$ cat config.mk
export PLATFORM = sky130hd
export DESIGN_NAME = bpt_cell
export DESIGN_NICKNAME = d
export VERILOG_FILES = /design/src/rtl/bpt_pkg.sv /design/src/rtl/bpt_cell.sv
export SDC_FILE = /design/constraint.sdc
export NUM_CORES = 1
export LEC_CHECK = 0
export BUFFER_PORTS_ARGS = -buffer_cell sky130_fd_sc_hd__buf_2
export CAP_MARGIN = 25
export CORE_AREA = 5 5 96 98
export DETAILED_ROUTE_END_ITERATION = 10
export DIE_AREA = 0 0 101 103
export PLACE_DENSITY = 0.76
export SETUP_SLACK_MARGIN = 0.1
export SLEW_MARGIN = 20
export SYNTH_ARGS = -nofsm -noshare
export SYNTH_HDL_FRONTEND = slang
export SYNTH_SLANG_ARGS = --single-unit
$ cat constraint.sdc
create_clock -name clk -period 2.9 [get_ports clk]
set_input_delay 0.87 -clock clk [delete_from_list [all_inputs] [get_ports clk]]
set_output_delay 0.87 -clock clk [all_outputs]
set_load 0.01 [all_outputs]
$ cat src/rtl/bpt_pkg.sv
// ----------------------------------------------------------------------------
// bpt_pkg
// Widths, constants and types of the binary perceptron trainer.
// ----------------------------------------------------------------------------
package bpt_pkg;

    localparam int GRID_SIDE        = 8;
    localparam int LABEL_COUNT      = 16;
    localparam int WEIGHT_FRAC_BITS = 8;

    localparam int PIXELS      = GRID_SIDE * GRID_SIDE;
    localparam int IMAGE_W     = 64;
    localparam int LABEL_W     = 6;
    localparam int PENALTY_W   = 8;
    localparam int WEIGHT_W    = 16;
    localparam int DELTA_W     = WEIGHT_W + 1;
    localparam int SUM_W       = WEIGHT_W + $clog2(PIXELS) + 1;
    localparam int CNT_W       = $clog2(PIXELS);

    localparam int IN_TDATA_W  = ((IMAGE_W + LABEL_W + 7) / 8) * 8;
    localparam int OUT_TDATA_W = 8;
    localparam int CFG_IDX_W   = 4;
    localparam int CFG_DATA_W  = 8;

    localparam int PENALTY_RAW   = (1 << WEIGHT_FRAC_BITS) / LABEL_COUNT;
    localparam int PENALTY_RESET = (PENALTY_RAW > 255) ? 255 : PENALTY_RAW;

    localparam logic [CFG_IDX_W-1:0] REG_TARGET_LABEL = CFG_IDX_W'(0);
    localparam logic [CFG_IDX_W-1:0] REG_PENALTY_STEP = CFG_IDX_W'(1);

    typedef logic signed [WEIGHT_W-1:0] weight_t;
    typedef logic signed [DELTA_W-1:0]  delta_t;
    typedef logic signed [SUM_W-1:0]    sum_t;

    localparam delta_t WEIGHT_ONE = delta_t'(1 << WEIGHT_FRAC_BITS);

    typedef struct packed {
        logic   upd_en;
        delta_t delta;
    } cell_ctrl_t;

endpackage

$ cat src/rtl/bpt_cell.sv
// ----------------------------------------------------------------------------
// bpt_cell
// One pixel cell: holds a weight, adds it to the running sum from its
// neighbor when its pixel bit is set, and applies the saturating update when told to and its pixel bit is set.
// ----------------------------------------------------------------------------
module bpt_cell (
    input  logic                clk,
    input  logic                rst_n,
    input  logic                pix_bit,
    input  bpt_pkg::sum_t       sum_in,
    input  bpt_pkg::cell_ctrl_t ctrl,
    output bpt_pkg::sum_t       sum_out
);
    import bpt_pkg::*;

    weight_t                   w_reg;
    weight_t                   w_next;
    sum_t                      sum_reg;
    sum_t                      sum_next;
    logic signed [WEIGHT_W+1:0] upd_sum;

    always_comb
    begin
        upd_sum = (WEIGHT_W + 2)'(w_reg) + (WEIGHT_W + 2)'(ctrl.delta);
        w_next  = w_reg;
        if (ctrl.upd_en && pix_bit)
        begin
            if (upd_sum[WEIGHT_W+1:WEIGHT_W-1] == 3'b000 ||
                upd_sum[WEIGHT_W+1:WEIGHT_W-1] == 3'b111)
            begin
                w_next = upd_sum[WEIGHT_W-1:0];
            end
            else if (upd_sum[WEIGHT_W+1])
            begin
                w_next = {1'b1, {(WEIGHT_W-1){1'b0}}};
            end
            else
            begin
                w_next = {1'b0, {(WEIGHT_W-1){1'b1}}};
            end
        end
        sum_next = pix_bit ? (sum_in + sum_t'(w_reg)) : sum_in;
    end

    always_ff @(posedge clk or negedge rst_n)
    begin
        if (!rst_n)
        begin
            w_reg <= '0;
        end
        else
        begin
            w_reg <= w_next;
        end
    end

    always_ff @(posedge clk)
    begin
        sum_reg <= sum_next;
    end

    assign sum_out = sum_reg;

endmodule

# After elaboration in Yosys (flattened, before gate mapping)
# Cells that the tools add are included.
# op_classes
addsub	2
eq_ne	1
n_mux	3
n_reduce_logical	3
# ops
op	n
$mux W16	2
$add A23 B16 Y23	1
$mux W23	1
$add A16 B17 Y18	1
$eq A3 B3 Y1 const B	1
$logic_not A3 Y1	1
$logic_and A1 B1 Y1	1
$logic_or A1 B1 Y1	1
# word_totals
reg_bits	39
input_bits	44
out_inout_bits	23
wordCells	11

# Longest topological paths before layout
# Gate-level depths: netlist of the first run.
# logic_depth
word_depth	4
ltp_mapped	12
ltp_nobuf	11

# Worst setup path after synthesis of the first run
# OpenSTA, ideal clock, no wires.
# synth_path
path_type	input-to-reg
from	in ctrl[5] (netlist bit)
to	reg w_reg[8]
setup_time_ns	0.127
arrival_ns	3.229
t_required_ns	2.773
path_slack_ns	-0.456
cell_stages	11
path_buffers	2
cell_sequence	ha_1 -> or2_4 -> o32a_1 -> nand3_1 -> or3b_1 -> buf_6 -> and2_4 -> o311a_1 -> a211oi_2 -> buf_6 -> a211oi_1
# synth_via
elab_chain_cells	4
elab_cells_between_ends	6
classes_between	add/sub (1); eq/ne (1); mux (2); reduce/logical (2)
# synth_rtl
element	line_no	rtl
start: declaration	bpt_cell.sv:11	input bpt_pkg::cell_ctrl_t ctrl,
$add A16 B17 Y18 (*)	bpt_cell.sv:24	upd_sum = (WEIGHT_W + 2)'(w_reg) + (WEIGHT_W + 2)'(ctrl.delta);
$eq A3 B3 Y1 or $logic_not A3 Y1 (tied branches)	bpt_cell.sv:29, bpt_cell.sv:28	
$logic_or A1 B1 Y1	bpt_cell.sv:28	if (upd_sum[WEIGHT_W+1:WEIGHT_W-1] == 3'b000 ||
$mux W16 (*)	bpt_cell.sv:28	
end signal: assignment	bpt_cell.sv:53	w_reg <= w_next;
end: declaration	bpt_cell.sv:16	weight_t w_reg;
# Mark *: on every way between the ends. The rest lies on a longest branch, timed or not.
# A chain may end at the register's enable or synchronous reset.

# Final worst setup path of the first run
# layout_path
from	in ctrl[5] (netlist bit)
to	reg w_reg[1]
# The elaborated chain is that of the path after synthesis.

==> results of run 1 <==
==> path summary, 6_finish.rpt <==
kind	end	slack (ps)	cells after the start	start
worst max register to register	w_reg[1]	30	10	w_reg[5]
worst min register to register	w_reg[7]	620	2	w_reg[7]
worst min-delay path	w_reg[5]	470	1	rst_n
max in group asynchronous	w_reg[10]	2190	1	rst_n
min in group clk	w_reg[7]	620	2	w_reg[7]
worst max-delay path	w_reg[1]	-180	11	ctrl[5]
==> cell families (layout without fill, tap and decap cells) <==
group,after synthesis,after routing,synth area share [%]
muxes,15,15,4.547
and+or+nand+nor,120,120,17.06
AOI/OAI and AO/OA,152,152,28.92
buffers and inverters,36,178,5.060
xor gates and xnor gates,27,27,6.462
adders and majority gates,41,41,14.43
DFF,39,39,23.52
==> routing by layer <==
metal  GRT usage [%]  vias to the layer above  share of wire [%]
met3           2.233                       26                4.8
met5               0                        -                  0
met4           7.975                        0                3.0
li1                -                     1901                  -
met1           24.39                     1784                 42
met2           37.42                      118                 50
==> where the power goes <==
group / switching [uW] / total (uW) / internal, uW
registers: 198 / 1010 / 808
clock network: 199 / 542 / 343
logic: 2120 / 4320 / 2200
==> per-stage QoR <==
step | instance area, um2 | power [uW]
CTS | 5065 | 5728
detailed placement | 4791 | 4982
floorplan | 3799 | 3597
global placement | 4791 | 4835
global route | 5129 | 6340
finish | 5129 | 5869
==> timing repair <==
action / CTS / global route
resized for setup: 23 / 12
setup endpoints to repair: 17 / 22
setup buffers: 2 / 1
cloned: 0 / 0
pin swaps: 11 / 11
==> cell type report <==
class	count	area, um2	area share [%]
multi-input cells	355	2898	56.50
clock buffers	5	68.82	1.342
flip-flops and latches	39	860.8	16.78
well taps	108	135.1	2.635
repair buffers	153	1035	20.18
clock inverters	3	67.56	1.317
inverters	17	63.81	1.244
==> cells in the mapped netlist (3+ instances only) <==
cell type | instances | area (um2)
inv_1 | 17 | 63.81
nor2_1 | 40 | 150.1
o21bai_1 | 5 | 37.54
o21a_1 | 12 | 90.09
a211o_1 | 3 | 26.28
nand3_1 | 9 | 45.04
nor2b_1 | 9 | 56.30
a31oi_1 | 5 | 31.28
o21ai_0 | 19 | 95.09
and2_1 | 3 | 18.77
a21oi_1 | 34 | 170.2
dfrtp_1 | 16 | 400.4
mux2_2 | 13 | 146.4
ha_1 | 39 | 488.0
nor4_1 | 4 | 25.02
xnor2_1 | 13 | 113.9
nor3b_1 | 3 | 22.52
a21o_1 | 21 | 157.7
nor3_1 | 5 | 25.02
nand2b_1 | 5 | 31.28
nand2_1 | 16 | 60.06
dfxtp_1 | 23 | 460.4
o31ai_1 | 4 | 30.03
nand4_1 | 8 | 50.05
buf_6 | 4 | 45.04
buf_2 | 3 | 15.01
a211oi_1 | 17 | 127.6
a31o_2 | 3 | 26.28
clkbuf_1 | 8 | 30.03
and3_1 | 3 | 18.77
xor2_1 | 14 | 122.6
==> cell usage in the layout (no fill, tap or decap), types with 16 or more instances in the layout <==
cell type and count:
inv_1 16, nand2_1 16, ha_1 28, dfxtp_1 23, buf_4 83, dfrtp_1 16
nor2_1 40, a21oi_1 30, a21o_1 21, buf_2 63
==> results.json, run 1 <==
{
  "dieArea_um2": 10400,
  "largest_register_ffs": 23,
  "pre_cts_ws_ps": -549.9,
  "floorplan.rows": 34,
  "async_flop_share_pct": 41.03,
  "worst_slack_ps": -180.0,
  "die_x_um": 101,
  "cts-root-buf": "clkbuf_8",
  "hpwlAfterDp_mm": 8.367,
  "netlist-cell-type-count": 66,
  "nFillCells": 659,
  "drive_above_1_share_pct": 38.46,
  "rsz0062_at_grt": "yes",
  "dr.pass1.iters": 5,
  "pin_count": 67,
  "grt_pass1_wl_mm": 17.42,
  "syn_area_um2": 3660,
  "worstMarginPinSlew_ps": 570.3,
  "critPathKind": "primary input to flop",
  "required_ps": 3070,
  "startpoint_type": "primary input",
  "clock_sinks": 39,
  "fmax_mhz": 324.7,
  "n_antenna_cell": 0,
  "wl_per_cell_um": 15.72,
  "grt_max_degree": 25,
  "first_global_vias": 3800,
  "power_density_nw_per_um2": 1144,
  "hold_ws_ps": 465.5,
  "synth_area_per_cell_um2": 8.511,
  "fin_util_pct": 61.20,
  "yosysWarnings": 0,
  "hp-class": "primary input to asynchronous set/reset pin",
  "path_cells": "buf_6, ha_4, or2_4, o32a_1, nand3_2, or3b_4, and2_4, o311a_4, a211oi_4, buf_12, a221oi_1",
  "ir_drop_uv": 425.6,
  "drc": 0,
  "grt_usage_pct": 20.41,
  "setup_viol": 14,
  "min_period_ps": 3080,
  "cap_viol_max_count": 0,
  "synth-edff-count": 0,
  "power_leakage_uw": 0.002339,
  "clockBufferDepth": 2,
  "fin_setup_tns_ps": -2269,
  "status": "complete, but fails checks",
  "cts_buffers": 5,
  "grt_overflow": 0,
  "grt_antenna_before_repair": 0,
  "cp-end-kind": "flop",
  "worst_clock_skew_ps": 4.447,
  "slew-limit-headroom_pct": 61.98,
  "final-max-slew-violation-count": 0,
  "critPathTopFamily": "compound AO/OA/AOI/OAI gates",
  "worstPathArrival_ps": 3250,
  "antenna_left": 0,
  "syn_nets": 515,
  "h-tree-depth": 2,
  "fin_nets": 656,
  "io_buffers": 66,
  "drtIter0Drc": 138,
  "initial_core_util_pct": 43.67,
  "place_inst": 669,
  "cp_slowest_cell": "or3b_4",
  "die_y_um": 103,
  "critPathMaxFanout": 14,
  "num_vias": 3829,
  "cp.buffers_inverters": 2,
  "period_share_pct": 106.2,
  "cts_hold_buf": 0,
  "wirelength_mm": 10.69,
  "final_cells": 680,
  "violations": "negative setup slack",
  "syn_to_final_growth_pct": 40.14,
  "clk_latency_ps": 290,
  "gp_congestion": 0.9348,
  "ys_seq_area_share_pct": 23.52,
  "cp_slowest_stage_delay_ps": 410,
  "synth_ff_type": "dfxtp_1",
  "cts_tree": "yes",
  "synthCells": 430,
  "path_clk_slew_ps": 80,
  "hold_violations": 0,
  "core_um2": 8381,
  "via_per_inst": 5.631,
  "ys_seq_elements": 39
}
Note: power is estimated with default switching activity, not from simulation.
==> run 2, diff against run 1 <==
--- a/config.mk
+++ b/config.mk
@@ -10,6 +10,7 @@
 export CORE_AREA = 5 5 96 98
 export DETAILED_ROUTE_END_ITERATION = 10
 export DIE_AREA = 0 0 101 103
+export MAX_ROUTING_LAYER = met4
 export PLACE_DENSITY = 0.76
 export SETUP_SLACK_MARGIN = 0.1
 export SLEW_MARGIN = 20
==> results.json, run 2 (same netlist as run 1, synthesis figures left out) <==
{
  "status": "complete, but fails checks",
  "violations": "negative setup slack",
  "final-max-slew-violation-count": 0,
  "pin_count": 67,
  "cp.buffers_inverters": 2,
  "final_cell_mix": "buf_4, buf_2, nor2_1",
  "setup_viol": 14,
  "period_share_pct": 104.5,
  "finalPower_uw": 6019,
  "fin_setup_tns_ps": -1540,
  "combPwrFrac_pct": 73.8,
  "clock_sinks": 39,
  "floorplan.rows": 34,
  "p_sw_share_pct": 43.32,
  "grt_pass1_wl_mm": 17.35,
  "grt_antenna_before_repair": 0,
  "r2r_slack_ps": 70,
  "path_cells": "buf_6, ha_4, or2_4, o32a_1, nand3_2, or3b_4, and2_4, o311a_4, a211oi_4, buf_12, a211oi_1",
  "rsz0062_at_grt": "yes",
  "h-tree-depth": 2,
  "ir_drop_uv": 425.4,
  "cp_slowest_stage_delay_ps": 410,
  "n_antenna_cell": 0,
  "die_y_um": 103,
  "hold_violations": 0,
  "startpoint_type": "primary input",
  "grt_overflow": 0,
  "cts-root-buf": "clkbuf_8",
  "r2r_cells": 10,
  "r2r_start": "w_reg[5]",
  "power_switching_uw": 2607,
  "syn_to_final_growth_pct": 42.53,
  "power_density_nw_per_um2": 1154,
  "place_inst": 670,
  "drtIter0Drc": 283,
  "fin_util_pct": 62.24,
  "clk_latency_ps": 300,
  "pwr-share-seq_pct": 16.9,
  "path_clk_slew_ps": 80,
  "dr.pass1.iters": 4,
  "fin_nets": 660,
  "gp_congestion": 0.9542,
  "drive_above_1_share_pct": 39.93,
  "slew-limit-headroom_pct": 62.26,
  "antenna_left": 0,
  "critPathKind": "primary input to flop",
  "worstMarginPinSlew_ps": 561.0,
  "core_um2": 8381,
  "r2r_end": "w_reg[13]",
  "power.internal_uw": 3412,
  "p_clk_share_pct": 9.2,
  "die_x_um": 101,
  "hp-class": "primary input to asynchronous set/reset pin",
  "power_leakage_uw": 0.002364,
  "wl_per_cell_um": 15.97,
  "cp-end-kind": "flop",
  "fmax_mhz": 330.0,
  "min_period_ps": 3031,
  "wirelength_mm": 10.92,
  "hpwlAfterDp_mm": 8.503,
  "drc": 0,
  "grt_max_degree": 25,
  "clockBufferDepth": 2,
  "critPathMaxFanout": 14,
  "worstPathArrival_ps": 3210,
  "cts_tree": "yes",
  "largest_register_ffs": 23,
  "required_ps": 3070,
  "worst_slack_ps": -130.7,
  "initial_core_util_pct": 43.67,
  "num_vias": 3854,
  "worst_clock_skew_ps": 6.197,
  "dieArea_um2": 10400,
  "layout_commonest_cell": "buf_4",
  "critPathTopFamily": "compound AO/OA/AOI/OAI gates",
  "cp_slowest_cell": "or3b_4",
  "cts_hold_buf": 0,
  "first_global_vias": 3755,
  "grt_usage_pct": 20.92,
  "final_cells": 684,
  "cp.depth": 11,
  "via_per_inst": 5.635,
  "io_buffers": 66,
  "cap_viol_max_count": 0,
  "hold_ws_ps": 466.7,
  "cts_buffers": 5
}
-- run 2: worst register-to-register path, stage by stage (launching register included) --
cell,delay (ps)
dfrtp_1,430
ha_4,180
or2_4,240
o32a_1,320
nand3_2,90
or3b_4,410
and2_4,180
o311a_4,360
a211oi_4,240
buf_12,170
a211oi_1,90
-- run 2: stage by stage --
step	setup slack (ps)	cell area (um2)
2_1_floorplan	-360.0	3799
3_3_place_gp	-459.1	4798
3_5_place_dp	-532.3	4798
4_1_cts	-125.0	5094
5_1_grt	-177.9	5216
6_report	-130.7	5216
-- run 2: worst max path at each step --
stage | start | end | slack, ps
CTS | ctrl[5] | w_reg[4] | -130
floorplan | ctrl[5] | w_reg[8] | -360
global route | ctrl[5] | w_reg[5] | -180
global placement | ctrl[1] | w_reg[1] | -460
detailed placement | ctrl[1] | w_reg[4] | -530
finish | ctrl[5] | w_reg[13] | -130
-- run 2: timing repair --
| action | 4_1_cts | 5_1_grt |
|---|---|---|
| resized for setup | 22 | 19 |
| gates cloned | 0 | 0 |
| buffers inserted | 5 | 1 |
| setup endpoints to repair | 19 | 22 |
| pin swaps | 12 | 10 |
-- run 2: area by class of cell --
class	instances	area [um2]
repair buffers	157	1061
fillers	689	3164
clock inverters	3	67.56
flip-flops and latches	39	860.8
multi-input cells	355	2959
well taps	108	135.1
clock buffers	5	68.82
inverters	17	63.81
-- run 2: routing by layer --
metal	GRT usage [%]	routed length, um	vias up
li1	-	-	1910
met1	24.91	4570	1806
met2	38.03	5622	120
met3	1.624	547	18
met4	5.624	180	0
met5	-	0	-
-- run 2: power groups by stage --
stage | clock, uW | sequential (uW) | combinational, uW
final | 557 | 1020 | 4440
after global routing | 578 | 1040 | 4840
after CTS | 561 | 1000 | 4220
after detailed placement | 0 | 1010 | 4010
after global placement | 0 | 994 | 3850
after floorplan | 0 | 1040 | 2560
